==> src/rtl/core/dtte_pkg.sv <==
// Package for the date/time text parser: phase codes, layout codes, queue record
// and the month tables used by the back end. No dependencies.
`timescale 1ns / 1ps
package dtte_pkg;

  typedef enum logic [3:0] {
    PH_LEAD      = 4'd0,
    PH_DATE      = 4'd1,
    PH_SEP       = 4'd2,
    PH_HOUR      = 4'd3,
    PH_COLON     = 4'd4,
    PH_MIN       = 4'd5,
    PH_AFTER_MIN = 4'd6,
    PH_SEC       = 4'd7,
    PH_AFTER_SEC = 4'd8,
    PH_FRAC      = 4'd9,
    PH_ZONE      = 4'd10,
    PH_TRAIL     = 4'd11
  } phase_t;

  localparam logic [2:0] LAY_NONE      = 3'd0;
  localparam logic [2:0] LAY_ISO_DASH  = 3'd1;
  localparam logic [2:0] LAY_ISO_SLASH = 3'd2;
  localparam logic [2:0] LAY_DMY_DOT   = 3'd3;
  localparam logic [2:0] LAY_DMY_SLASH = 3'd4;
  localparam logic [2:0] LAY_MDY_SLASH = 3'd5;

  localparam int DateLen   = 10;
  localparam int EpochW    = 39;
  localparam int DaysW     = 24;
  localparam int OffsW     = 20;
  localparam int QueueDepth = 2;

  // One finished field, handed from the front to the back end.
  typedef struct packed {
    logic                  ok;
    logic [DateLen-1:0][7:0] date;
    logic [2:0][6:0]       tf;
    logic [1:0][6:0]       zf;
    logic                  zsign;
  } rec_t;

  function automatic logic is_ws(input logic [7:0] c);
    return (c == 8'd32) || (c >= 8'd9 && c <= 8'd13);
  endfunction

  function automatic logic is_dig(input logic [7:0] c);
    return (c >= 8'd48) && (c <= 8'd57);
  endfunction

  // Days in a month, February as a common year.
  function automatic logic [4:0] month_len(input logic [3:0] m);
    case (m)
      4'd2:                      return 5'd28;
      4'd4, 4'd6, 4'd9, 4'd11:   return 5'd30;
      default:                   return 5'd31;
    endcase
  endfunction

  // Day of year with the year starting on March 1.
  function automatic logic [8:0] month_start(input logic [3:0] m);
    case (m)
      4'd3:    return 9'd0;
      4'd4:    return 9'd31;
      4'd5:    return 9'd61;
      4'd6:    return 9'd92;
      4'd7:    return 9'd122;
      4'd8:    return 9'd153;
      4'd9:    return 9'd184;
      4'd10:   return 9'd214;
      4'd11:   return 9'd245;
      4'd12:   return 9'd275;
      4'd1:    return 9'd306;
      4'd2:    return 9'd337;
      default: return 9'd0;
    endcase
  endfunction

endpackage

==> src/rtl/core/datetime_text_to_epoch_seconds.sv <==
// Top level of the date/time text parser: front parser, record queue, back pipeline.
// Depends on dtte_pkg, dtte_front, dtte_queue, dtte_back.
//
//   channel | handshake           | payload
//   in      | in_valid / in_stall | char_code[7:0], is_last
//   out     | out_valid/out_stall | parse_ok, epoch_seconds[38:0], date_layout[2:0]
//
// One byte beat per cycle while in_stall is low. The record of the beat carrying
// is_last lands in the queue at the edge that takes that beat, then passes through
// the four back stages and the output register before the result is presented.
// rst is synchronous; it clears parser state, queue pointers and stage valids.
// A stall on the output freezes the back pipeline; the two-entry queue keeps
// taking fields, and in_stall rises only while the queue is full.
`timescale 1ns / 1ps
module datetime_text_to_epoch_seconds import dtte_pkg::*; (
  input  logic                     clk,
  input  logic                     rst,
  input  logic                     in_valid,
  output logic                     in_stall,
  input  logic [7:0]               char_code,
  input  logic                     is_last,
  output logic                     out_valid,
  input  logic                     out_stall,
  output logic                     parse_ok,
  output logic signed [EpochW-1:0] epoch_seconds,
  output logic [2:0]               date_layout
);

  logic acc;
  logic push, pop, q_empty, q_full, en;
  rec_t rec_in, rec_out;

  // Take a beat whenever the queue has room.
  assign in_stall = q_full;
  assign acc      = in_valid && !in_stall;

  // Advance the back pipeline unless a finished result is held.
  assign en  = !(out_valid && out_stall);
  assign pop = en && !q_empty;

  dtte_front u_front (
    .clk  (clk),
    .rst  (rst),
    .acc  (acc),
    .c    (char_code),
    .last (is_last),
    .push (push),
    .rec  (rec_in)
  );

  dtte_queue u_queue (
    .clk   (clk),
    .rst   (rst),
    .push  (push),
    .wdata (rec_in),
    .pop   (pop),
    .empty (q_empty),
    .full  (q_full),
    .rdata (rec_out)
  );

  dtte_back u_back (
    .clk      (clk),
    .rst      (rst),
    .en       (en),
    .in_v     (pop),
    .rec      (rec_out),
    .v_out    (out_valid),
    .ok_out   (parse_ok),
    .secs_out (epoch_seconds),
    .lay_out  (date_layout)
  );

endmodule

==> src/rtl/core/dtte_front.sv <==
// Front end: per-byte parser state machine; pushes one record per field.
// Depends on dtte_pkg.
`timescale 1ns / 1ps
module dtte_front import dtte_pkg::*; (
  input  logic       clk,
  input  logic       rst,
  input  logic       acc,
  input  logic [7:0] c,
  input  logic       last,
  output logic       push,
  output rec_t       rec
);

  phase_t                  phase, phase_next;
  logic [3:0]              pos, pos_next;
  logic [DateLen-1:0][7:0] date, date_next;
  logic [2:0][6:0]         tf, tf_next;
  logic [1:0][6:0]         zf, zf_next;
  logic                    zsign, zsign_next;
  logic                    pend, pend_next;
  logic                    err, err_next;

  logic       fail, do_dig, do_tail;
  logic [1:0] dig_idx;
  logic       dig_first;
  phase_t     dig_cur, dig_to;
  logic [3:0] dval;

  assign dval = 4'(c - 8'd48);

  always_comb begin
    phase_next = phase;
    pos_next   = pos;
    date_next  = date;
    tf_next    = tf;
    zf_next    = zf;
    zsign_next = zsign;
    pend_next  = pend;
    err_next   = err;
    fail       = 1'b0;
    do_dig     = 1'b0;
    do_tail    = 1'b0;
    dig_idx    = 2'd0;
    dig_first  = (pos == 4'd0);
    dig_cur    = phase;
    dig_to     = PH_COLON;
    if (acc && !err) begin
      case (phase)
        PH_LEAD: begin
          if (!is_ws(c)) begin
            date_next[0] = c;
            pos_next     = 4'd1;
            phase_next   = PH_DATE;
          end
        end
        PH_DATE: begin
          if (is_ws(c) || pos >= 4'(DateLen)) begin
            fail = 1'b1;
          end else begin
            date_next[pos] = c;
            pos_next       = pos + 4'd1;
            if (pos == 4'(DateLen - 1)) begin
              pos_next   = 4'd0;
              phase_next = PH_SEP;
            end
          end
        end
        PH_SEP: begin
          if (pend) begin
            if (is_ws(c)) begin
              phase_next = PH_TRAIL;
            end else begin
              do_dig    = 1'b1;
              dig_first = 1'b1;
              dig_cur   = PH_HOUR;
            end
          end else if (c == "T" || c == "t") begin
            pos_next   = 4'd0;
            phase_next = PH_HOUR;
          end else if (c == " ") begin
            pend_next = 1'b1;
          end else if (is_ws(c)) begin
            phase_next = PH_TRAIL;
          end else begin
            fail = 1'b1;
          end
        end
        PH_HOUR: do_dig = 1'b1;
        PH_COLON: begin
          if (c == ":") begin
            pos_next   = 4'd0;
            phase_next = PH_MIN;
          end else begin
            fail = 1'b1;
          end
        end
        PH_MIN: begin
          do_dig  = 1'b1;
          dig_idx = 2'd1;
          dig_to  = PH_AFTER_MIN;
        end
        PH_AFTER_MIN: begin
          if (c == ":") begin
            pos_next   = 4'd0;
            phase_next = PH_SEC;
          end else begin
            do_tail = 1'b1;
          end
        end
        PH_SEC: begin
          do_dig  = 1'b1;
          dig_idx = 2'd2;
          dig_to  = PH_AFTER_SEC;
        end
        PH_AFTER_SEC: begin
          if (c == ".") phase_next = PH_FRAC;
          else do_tail = 1'b1;
        end
        PH_FRAC: begin
          if (!is_dig(c)) do_tail = 1'b1;
        end
        PH_ZONE: begin
          if (pos == 4'd2) begin
            if (c != ":") fail = 1'b1;
          end else if (!is_dig(c)) begin
            fail = 1'b1;
          end else if (pos < 4'd2) begin
            zf_next[0] = 7'(zf[0] * 7'd10 + 7'(dval));
          end else begin
            zf_next[1] = 7'(zf[1] * 7'd10 + 7'(dval));
          end
          pos_next = pos + 4'd1;
          if (pos >= 4'd4) phase_next = PH_TRAIL;
        end
        PH_TRAIL: begin
          if (!is_ws(c)) fail = 1'b1;
        end
        default: fail = 1'b1;
      endcase

      // Two-digit time field.
      if (do_dig) begin
        if (!is_dig(c)) begin
          fail = 1'b1;
        end else begin
          tf_next[dig_idx] = 7'(tf[dig_idx] * 7'd10 + 7'(dval));
          if (dig_first) begin
            pos_next   = 4'd1;
            phase_next = dig_cur;
          end else begin
            pos_next   = 4'd0;
            phase_next = dig_to;
          end
        end
      end

      // End of the time body: zone sign, Z, or whitespace.
      if (do_tail) begin
        if (c == "+" || c == "-") begin
          zsign_next = (c == "-");
          pos_next   = 4'd0;
          phase_next = PH_ZONE;
        end else if (c == "Z" || c == "z" || is_ws(c)) begin
          phase_next = PH_TRAIL;
        end else begin
          fail = 1'b1;
        end
      end

      if (fail) err_next = 1'b1;
    end
  end

  always_comb begin
    push      = acc && last;
    rec.ok    = !err_next && (phase_next == PH_SEP || phase_next == PH_AFTER_MIN ||
                phase_next == PH_AFTER_SEC || phase_next == PH_FRAC ||
                phase_next == PH_TRAIL);
    rec.date  = date_next;
    rec.tf    = tf_next;
    rec.zf    = zf_next;
    rec.zsign = zsign_next;
  end

  always_ff @(posedge clk) begin
    if (rst || (acc && last)) begin
      phase <= PH_LEAD;
      pos   <= '0;
      tf    <= '0;
      zf    <= '0;
      zsign <= 1'b0;
      pend  <= 1'b0;
      err   <= 1'b0;
    end else if (acc) begin
      phase <= phase_next;
      pos   <= pos_next;
      tf    <= tf_next;
      zf    <= zf_next;
      zsign <= zsign_next;
      pend  <= pend_next;
      err   <= err_next;
    end
  end

  always_ff @(posedge clk) begin
    if (acc) date <= date_next;
  end

endmodule

==> src/rtl/core/dtte_queue.sv <==
// Two-entry record queue between front and back end.
// Depends on dtte_pkg.
`timescale 1ns / 1ps
module dtte_queue import dtte_pkg::*; (
  input  logic clk,
  input  logic rst,
  input  logic push,
  input  rec_t wdata,
  input  logic pop,
  output logic empty,
  output logic full,
  output rec_t rdata
);

  rec_t       mem [QueueDepth];
  logic       wptr, rptr;
  logic [1:0] count;

  assign empty = (count == 2'd0);
  assign full  = (count == 2'(QueueDepth));
  assign rdata = mem[rptr];

  always_ff @(posedge clk) begin
    if (rst) begin
      wptr  <= 1'b0;
      rptr  <= 1'b0;
      count <= '0;
    end else begin
      if (push) wptr <= ~wptr;
      if (pop)  rptr <= ~rptr;
      count <= count + 2'(push) - 2'(pop);
    end
  end

  always_ff @(posedge clk) begin
    if (push) mem[wptr] <= wdata;
  end

endmodule

==> src/rtl/core/dtte_back.sv <==
// Back end: five-stage pipeline from a parsed record to validity, layout and
// epoch seconds. Depends on dtte_pkg.
`timescale 1ns / 1ps
module dtte_back import dtte_pkg::*; (
  input  logic                     clk,
  input  logic                     rst,
  input  logic                     en,
  input  logic                     in_v,
  input  rec_t                     rec,
  output logic                     v_out,
  output logic                     ok_out,
  output logic signed [EpochW-1:0] secs_out,
  output logic [2:0]               lay_out
);

  // Stage 1: decode date digits.
  logic [3:0]  dv [DateLen];
  logic [DateLen-1:0] dg;
  logic        iso_ok, dmy_ok;
  logic [6:0]  a_v, b_v;
  logic [13:0] y_c, y_iso, y_dmy;
  logic [6:0]  m_c, d_c;
  logic [2:0]  lay_c;
  logic        ok1_c;

  always_comb begin
    for (int i = 0; i < DateLen; i++) begin
      dv[i] = 4'(rec.date[i] - 8'd48);
      dg[i] = is_dig(rec.date[i]);
    end
    y_iso = 14'(dv[0] * 10'd1000) + 14'(dv[1] * 7'd100) + 14'(dv[2] * 4'd10) + 14'(dv[3]);
    y_dmy = 14'(dv[6] * 10'd1000) + 14'(dv[7] * 7'd100) + 14'(dv[8] * 4'd10) + 14'(dv[9]);
    a_v   = 7'(dv[0] * 4'd10) + 7'(dv[1]);
    b_v   = 7'(dv[3] * 4'd10) + 7'(dv[4]);
    iso_ok = dg[0] && dg[1] && dg[2] && dg[3] && dg[5] && dg[6] && dg[8] && dg[9] &&
             rec.date[7] == rec.date[4];
    dmy_ok = dg[0] && dg[1] && dg[3] && dg[4] && dg[6] && dg[7] && dg[8] && dg[9] &&
             rec.date[5] == rec.date[2];
    y_c   = y_iso;
    m_c   = 7'(dv[5] * 4'd10) + 7'(dv[6]);
    d_c   = 7'(dv[8] * 4'd10) + 7'(dv[9]);
    lay_c = LAY_NONE;
    if (rec.date[4] == "-" || rec.date[4] == "/") begin
      if (iso_ok) lay_c = (rec.date[4] == "-") ? LAY_ISO_DASH : LAY_ISO_SLASH;
    end else if (rec.date[2] == "." || rec.date[2] == "/") begin
      y_c = y_dmy;
      d_c = a_v;
      m_c = b_v;
      if (dmy_ok) begin
        if (rec.date[2] == ".") begin
          lay_c = LAY_DMY_DOT;
        end else if (a_v <= 7'd12 && b_v > 7'd12) begin
          lay_c = LAY_MDY_SLASH;
          m_c   = a_v;
          d_c   = b_v;
        end else begin
          lay_c = LAY_DMY_SLASH;
        end
      end
    end
    ok1_c = rec.ok && lay_c != LAY_NONE && rec.tf[0] <= 7'd23 && rec.tf[1] <= 7'd59 &&
            rec.tf[2] <= 7'd60;
  end

  logic            s1_v, s1_ok, s1_zs;
  logic [13:0]     s1_y;
  logic [6:0]      s1_m, s1_d;
  logic [2:0]      s1_lay;
  logic [2:0][6:0] s1_tf;
  logic [1:0][6:0] s1_zf;

  // Stage 2: calendar check, quotients by 100, day of year, time parts.
  logic [13:0] yy_c;
  logic [13:0] qy_c, qyy_c;
  logic [6:0]  ry_c;
  logic        leap_c;
  logic [4:0]  lim_c;
  logic        ok2_c;
  logic [8:0]  doy_c;
  logic [16:0] tsec_c;
  logic [18:0] zoff_c;

  always_comb begin
    yy_c   = s1_y - 14'(s1_m <= 7'd2);
    // x / 100 as a reciprocal multiply, exact below 43699.
    qy_c   = 14'((27'(s1_y) * 27'd5243) >> 19);
    qyy_c  = 14'((27'(yy_c) * 27'd5243) >> 19);
    ry_c   = 7'(s1_y - 14'(qy_c * 7'd100));
    leap_c = (s1_y[1:0] == 2'd0 && ry_c != 7'd0) || (ry_c == 7'd0 && qy_c[1:0] == 2'd0);
    lim_c  = month_len(s1_m[3:0]);
    if (s1_m == 7'd2 && leap_c) lim_c = 5'd29;
    ok2_c  = s1_ok && s1_y >= 14'd1000 && s1_y <= 14'd9999 && s1_m >= 7'd1 &&
             s1_m <= 7'd12 && s1_d >= 7'd1 && s1_d <= 7'(lim_c);
    doy_c  = month_start(s1_m[3:0]) + 9'(s1_d) - 9'd1;
    tsec_c = 17'(s1_tf[0] * 12'd3600) + 17'(s1_tf[1] * 6'd60) + 17'(s1_tf[2]);
    zoff_c = 19'(s1_zf[0] * 12'd3600) + 19'(s1_zf[1] * 6'd60);
  end

  logic        s2_v, s2_ok, s2_zs;
  logic [13:0] s2_yy, s2_q;
  logic [8:0]  s2_doy;
  logic [16:0] s2_tsec;
  logic [18:0] s2_zoff;
  logic [2:0]  s2_lay;

  // Stage 3: day count and signed time-of-day with zone.
  logic signed [DaysW-1:0] days_c;
  logic signed [OffsW-1:0] tz_c;

  always_comb begin
    days_c = DaysW'(s2_yy * 9'd365) + DaysW'(s2_yy >> 2) - DaysW'(s2_q)
           + DaysW'(s2_q >> 2) + DaysW'(s2_doy) - DaysW'(719468);
    tz_c   = s2_zs ? OffsW'(s2_tsec) + OffsW'(s2_zoff) : OffsW'(s2_tsec) - OffsW'(s2_zoff);
  end

  logic                    s3_v, s3_ok;
  logic signed [DaysW-1:0] s3_days;
  logic signed [OffsW-1:0] s3_tz;
  logic [2:0]              s3_lay;

  // Stage 4: days times seconds per day.
  logic                     s4_v, s4_ok;
  logic signed [EpochW-1:0] s4_prod;
  logic signed [OffsW-1:0]  s4_tz;
  logic [2:0]               s4_lay;

  always_ff @(posedge clk) begin
    if (rst) begin
      s1_v  <= 1'b0;
      s2_v  <= 1'b0;
      s3_v  <= 1'b0;
      s4_v  <= 1'b0;
      v_out <= 1'b0;
    end else if (en) begin
      s1_v  <= in_v;
      s2_v  <= s1_v;
      s3_v  <= s2_v;
      s4_v  <= s3_v;
      v_out <= s4_v;
    end
  end

  always_ff @(posedge clk) begin
    if (en) begin
      s1_ok   <= ok1_c;
      s1_y    <= y_c;
      s1_m    <= m_c;
      s1_d    <= d_c;
      s1_lay  <= lay_c;
      s1_tf   <= rec.tf;
      s1_zf   <= rec.zf;
      s1_zs   <= rec.zsign;

      s2_ok   <= ok2_c;
      s2_yy   <= yy_c;
      s2_q    <= qyy_c;
      s2_doy  <= doy_c;
      s2_tsec <= tsec_c;
      s2_zoff <= zoff_c;
      s2_zs   <= s1_zs;
      s2_lay  <= s1_lay;

      s3_ok   <= s2_ok;
      s3_days <= days_c;
      s3_tz   <= tz_c;
      s3_lay  <= s2_lay;

      s4_ok   <= s3_ok;
      s4_prod <= EpochW'(s3_days * 39'sd86400);
      s4_tz   <= s3_tz;
      s4_lay  <= s3_lay;

      ok_out   <= s4_ok;
      secs_out <= s4_ok ? s4_prod + EpochW'(s4_tz) : '0;
      lay_out  <= s4_ok ? s4_lay : LAY_NONE;
    end
  end

endmodule

==> config.mk <==
export PLATFORM = sky130hd
export DESIGN_NAME = datetime_text_to_epoch_seconds
export DESIGN_NICKNAME = d
export VERILOG_FILES = /design/src/rtl/core/dtte_pkg.sv /design/src/rtl/core/datetime_text_to_epoch_seconds.sv /design/src/rtl/core/dtte_front.sv /design/src/rtl/core/dtte_queue.sv /design/src/rtl/core/dtte_back.sv
export SDC_FILE = /design/constraint.sdc
export NUM_CORES = 2
export LEC_CHECK = 0
export ABC_AREA = 1
export BUFFER_PORTS_ARGS = -buffer_cell sky130_fd_sc_hd__buf_2
export CORE_MARGIN = 4
export CORE_UTILIZATION = 25
export CTS_CLUSTER_DIAMETER = 150
export DETAILED_ROUTE_END_ITERATION = 10
export PLACE_DENSITY = 0.37
export SYNTH_ARGS = -nofsm -noshare
export SYNTH_HDL_FRONTEND = slang
export SYNTH_SLANG_ARGS = --single-unit
==> constraint.sdc <==
create_clock -name clk -period 16.2 [get_ports clk]
set_input_delay 1.62 -clock clk [delete_from_list [all_inputs] [get_ports clk]]
set_output_delay 1.62 -clock clk [all_outputs]
set_load 0.02 [all_outputs]
# == Word level (Yosys, flattened, before mapping) ==
# Memory sizes are Yosys's and may differ from the RTL's. A register that Yosys moved wholly into a read port is not among the register bits.
# Index checks and enable logic that the tools add are counted.
# totals
register_bits,422
ram_bits,234
rom_bits,144
input_bits,13
out_inout_bits,45
elab_cells,412
n_memories,2
# classes
n_addsub,42
n_mul,22
order_cmp,43
eq_ne,41
mux,120
bitwise_logic,2
reduce_logical,82
# memory_table
memory,depth,word_bits,read_ports,rd_clocked_by_memory_dff,write_ports,line,rtl
u_queue.mem,2,117,1,1,1,dtte_queue.sv:15,rec_t mem [QueueDepth];
(no name shown),16,9,1,1,0,dtte_pkg.sv:62,case (m)
# ops
op,n
2-to-1 mux 80 bit,2
2-to-1 mux 4 bit,32
2-to-1 mux 7 bit,14
">= comparator 8 x 6 -> 1 bit, second input constant",11
"less-or-equal comparator 8 x 6 -> 1 bit, second input constant",11
2-to-1 mux 14 bit,6
bitwise mux 80 bit,1
"== test 8 x 6 -> 1 bit, second input constant",9
2-to-1 mux 72 bit,1
2-to-1 mux 21 bit,3
"multiplier 14 x 13 -> 27 bit, second input constant",2
adder 7 x 4 -> 7 bit,7
logical AND 1 bit,49
"subtractor 4 x 1 -> 4 bit, second input constant",11
"== test 4 bit, second input constant",10
adder 39 bit,1
2-to-1 mux 1 bit,37
demux 8 bit (select 4 bit),1
"== test 8 x 7 -> 1 bit, second input constant",4
"multiplier 24 x 11 -> 32 bit, second input constant",1
adder 14 x 11 -> 14 bit,2
adder 14 x 4 -> 14 bit,2
adder 14 x 8 -> 14 bit,2
"== test 4 x 3 -> 1 bit, second input constant",7
80 further kinds,126

# == Logic depth before layout (Yosys ltp) ==
# logic_depth
ltp_word,20
depth_mapped,40
depth_no_buf,40

# == Hierarchy ==
# From an unflattened synthesis, not the netlist that was laid out.
# hier_totals
hier_cells,5207
area_unflattened_um2,53186.0
# by_module_without_submodules
module,instances,cells_each,area_each_um2
dtte_back,1,3923,37240.7
dtte_queue,1,395,8777.2
dtte_front,1,885,7148.1
datetime_text_to_epoch_seconds,1,4,20.0

# == Worst setup path before layout ==
# Ideal clock, no wire load.
# synth_path
path_type,in2reg
startpoint,input out_stall
endpoint,register (tool-made name)
setup_ps,124
arrival_time_ps,11549
t_required_ps,16076
path_slack_ps,4527
path_stages,8
path_buffers,1
cell_sequence,nand2_1 > clkbuf_1 > o21ai_1 > ha_1 > inv_1 > nand2_1 > nand3_1 > nand2_1
# synth_lines
item,line,rtl
"start, declared",datetime_text_to_epoch_seconds.sv:23,"input logic out_stall,"

# == Worst setup path after layout ==
# layout_path
startpoint,register u_back.s1_y[6]
endpoint,"register u_back.s2_ok, data pin"
# layout_between
elab_chain_cells,10
# layout_lines
item,line,rtl
"start, declared",dtte_back.sv:66,logic [13:0] s1_y;
"start signal, assigned",dtte_back.sv:146,s1_y <= y_c;
multiplier 14 x 13 -> 27 bit,dtte_back.sv:86,qy_c = 14'((27'(s1_y) * 27'd5243) >> 19);
multiplier 8 x 5 -> 5 bit,dtte_back.sv:88,ry_c = 7'(s1_y - 14'(qy_c * 7'd100));
subtractor 7 bit,dtte_back.sv:88,
nonzero test 7 bit or zero test 7 bit (tied branches),dtte_back.sv:89,leap_c = (s1_y[1:0] == 2'd0 && ry_c != 7'd0) || (ry_c == 7'd0 && qy_c[1:0] == 2'd0);
logical AND 1 bit,dtte_back.sv:89,
logical OR 1 bit,dtte_back.sv:89,
logical AND 1 bit,dtte_back.sv:91,if (s1_m == 7'd2 && leap_c) lim_c = 5'd29;
2-to-1 mux 2 bit,dtte_back.sv:91,
less-or-equal comparator 7 x 5 -> 1 bit,dtte_back.sv:93,s1_m <= 7'd12 && s1_d >= 7'd1 && s1_d <= 7'(lim_c);
logical AND 1 bit (*),dtte_back.sv:93,
named net u_back.ok2_c,dtte_back.sv:78,logic ok2_c;
"end signal, assigned",dtte_back.sv:154,s2_ok <= ok2_c;
"end, declared",dtte_back.sv:99,"logic s2_v, s2_ok, s2_zs;"
# Mark *: on every way through the listed nets, which the timed path passes. The rest lies on a longest branch.
# A chain may end at the register's enable or synchronous reset.

==> results.ini <==
[worst_setup_path]
cp_top_family=adder cells
cp_num_buf_inv=6
reg2reg_slack_ps=8760
path_class=reg2reg
slowest_stage=edfxtp_1
worst_path_most_repeated_cell=nand2_1
critPathArrivalTime_ps=7910
end_kind=register
crit_fanout=8
cp_data_required_time_ps=16670
start_kind=register
cpPeakStageDelay_ps=710

[global_routing]
grtUsageMet3_pct=1.666
grtUsageMet2_pct=20.80
grt_max_degree=143
globalRouteOverflowTotal=0
antenna_found_initial=3
top_usage_layer=met2
grt_use_met1_pct=16.51
grt_pass1_wl_um=214000
grt_use_total_pct=12.25
grt_pass1_vias=36930

[die]
fp.dieW_um=470.3
core_mm2=0.2123
initial_core_util_pct=25.17
fp.dieArea_mm2=0.2212
die_y_um=470.3
rows=169
io_pins=58

[drt]
vias=35620
drt-total-wl_um=135400
routedWlPerCell_um=15.93
viasPerCell=4.190
drc_errors=0
dr.pass1.iters=5
ant_nets=0
drt_iter0_drc=1571

[place]
io_buffers=57
globalplace.congestion=0.8219
dp_cells=8350
post-dp-hpwl_um=107800

[sta]
slew_viol_final=0
hold_viol_final=0
fin_worst_skew_ps=63.38
slew_headroom_pct=32.00
min_period_ps=7439
setup_viol=0
max_freq_ghz=0.1344
rsz0062_at_grt=no
fin_crit_sh_pct=45.92
tns_ps=0
tightest_slew_ps=1020

[clocking]
max-clock-path-buffers=3
postCtsHoldBufs=0
htree_levels=3
post_cts_resized=0
postCtsSetupRepairBufs=0
cts_num_sinks=664
cts_tree=built
clk_pin_slew_ps=60
cts_inserted_buffers=82
clock_latency_ps=740
cts-root-buf=clkbuf_16

[finish]
area_growth_pct=11.90
layout.cells.non_filler=8501
drive_above_1_share_pct=4.525
nets=6756
final_cell_mix=inv_1 (1,128), nand2_1 (903), ha_1 (771)
final_core_util_pct=28.16
final_common_cell=inv_1

[run]
cap_violations=0

[synth]
synth_ff_type=edfxtp_1
synth_seq_area_share_pct=36.10
yosys.cell_types.count=60
syn-cell-area_mm2=0.05343
synth_area_per_cell_um2=9.691
synth_edf_count=599
synth_nets=6656
async_reset_ff_share_pct=0
synthCells=5513
ys_warn_count=0
synth-seq-cells=664

[run_status]
status=finished, final reports clean

[min_path]
hold_path_class=reg2reg

## worst register-to-register path, delay by kind of cell (launching register included)
| family | cells | cell delay (ps) |
|---|---|---|
| AOI/OAI and AO/OA | 7 | 1210 |
| xor gates and xnor gates | 5 | 950 |
| adders and majority gates | 8 | 3080 |
| buffers and inverters | 6 | 490 |
| DFF | 1 | 710 |
| and+or+nand+nor | 11 | 770 |
## cells in the mapped netlist (65+ instances only)
cell type  number  share of area, %
xor2_1        156               2.6
dfxtp_1        65               2.4
fa_1          359                13
o21ai_0       274               2.6
inv_1        1129               7.9
a21oi_1       295               2.8
edfxtp_1      599                34
nand3_1       181               1.7
nand2_1       904               6.4
nor2_1        277               1.9
xnor2_1        83               1.4
ha_1          771                18
## path summary, 6_finish.rpt
| kind | start | to | cells past startpoint |
|---|---|---|---|
| setup reg to reg | u_back.s1_y[6]$_DFFE_PN_ | u_back.s2_ok$_DFFE_PN_ | 37 |
| hold / removal | u_back.s3_lay[2]$_DFFE_PN_ | u_back.s4_lay[2]$_DFFE_PN_ | 0 |
| hold reg to reg | u_back.s3_lay[2]$_DFFE_PN_ | u_back.s4_lay[2]$_DFFE_PN_ | 0 |
| setup / recovery | u_back.s1_y[6]$_DFFE_PN_ | u_back.s2_ok$_DFFE_PN_ | 37 |
## layout make-up
| cell class | count | area (um2) |
|---|---|---|
| Tap cell | 2821 | 3530 |
| Antenna cell | 1 | 2.502 |
| Clock buffer | 101 | 2133 |
| Inverter | 1135 | 4263 |
| Sequential cell | 664 | 19290 |
| Multi-Input combinational cell | 3650 | 29580 |
| Fill cell | 22630 | 152500 |
| Clock inverter | 49 | 513.0 |
| Timing Repair Buffer | 80 | 470.5 |
## cells by family (layout without fill, tap and decap cells)
logic type	after synthesis	after routing	share of synthesized area, %
AOI/OAI and AO/OA	761	761	7.965
other	0	1	0
and+or+nand+nor	1506	1506	11.67
xor gates and xnor gates	239	239	3.918
adders and majority gates	1130	1130	31.51
muxes	14	14	0.2623
buffers and inverters	1199	1365	8.574
DFF	664	664	36.10
## registers in the layout (all words and copies together), names as in the netlist, 17 cells and up, named ones only
| signal | count |
|---|---|
| u_queue.mem | 234 |
| u_back.s3_days | 24 |
| u_back.s2_zoff | 17 |
| u_back.s4_tz | 20 |
| u_back.secs_out | 39 |
| u_back.s4_prod | 32 |
| u_front.date | 80 |
| u_back.s1_tf | 21 |
| u_back.s3_tz | 20 |
| u_back.s2_tsec | 17 |
| u_front.tf | 21 |
## metal layers
metal	vias to the layer above	wire length [um]
li1	18240	-
met1	16870	64810
met2	366	64180
met3	150	3487
met4	0	2963
met5	-	0
## stage by stage
step | hold slack [ps] | instance area [um2] | setup WS [ps]
after global routing | 414.6 | 59790 | 8142
after global placement | 401.1 | 57140 | 8744
after floorplan | 400.3 | 53430 | 4527
after CTS | 411.5 | 59780 | 8633
after detailed placement | 404.5 | 57140 | 8664
final | 411.3 | 59790 | 8761
Power is not shown: default switching activity piles up to over one toggle a cycle in this logic, so the estimate is an artifact.
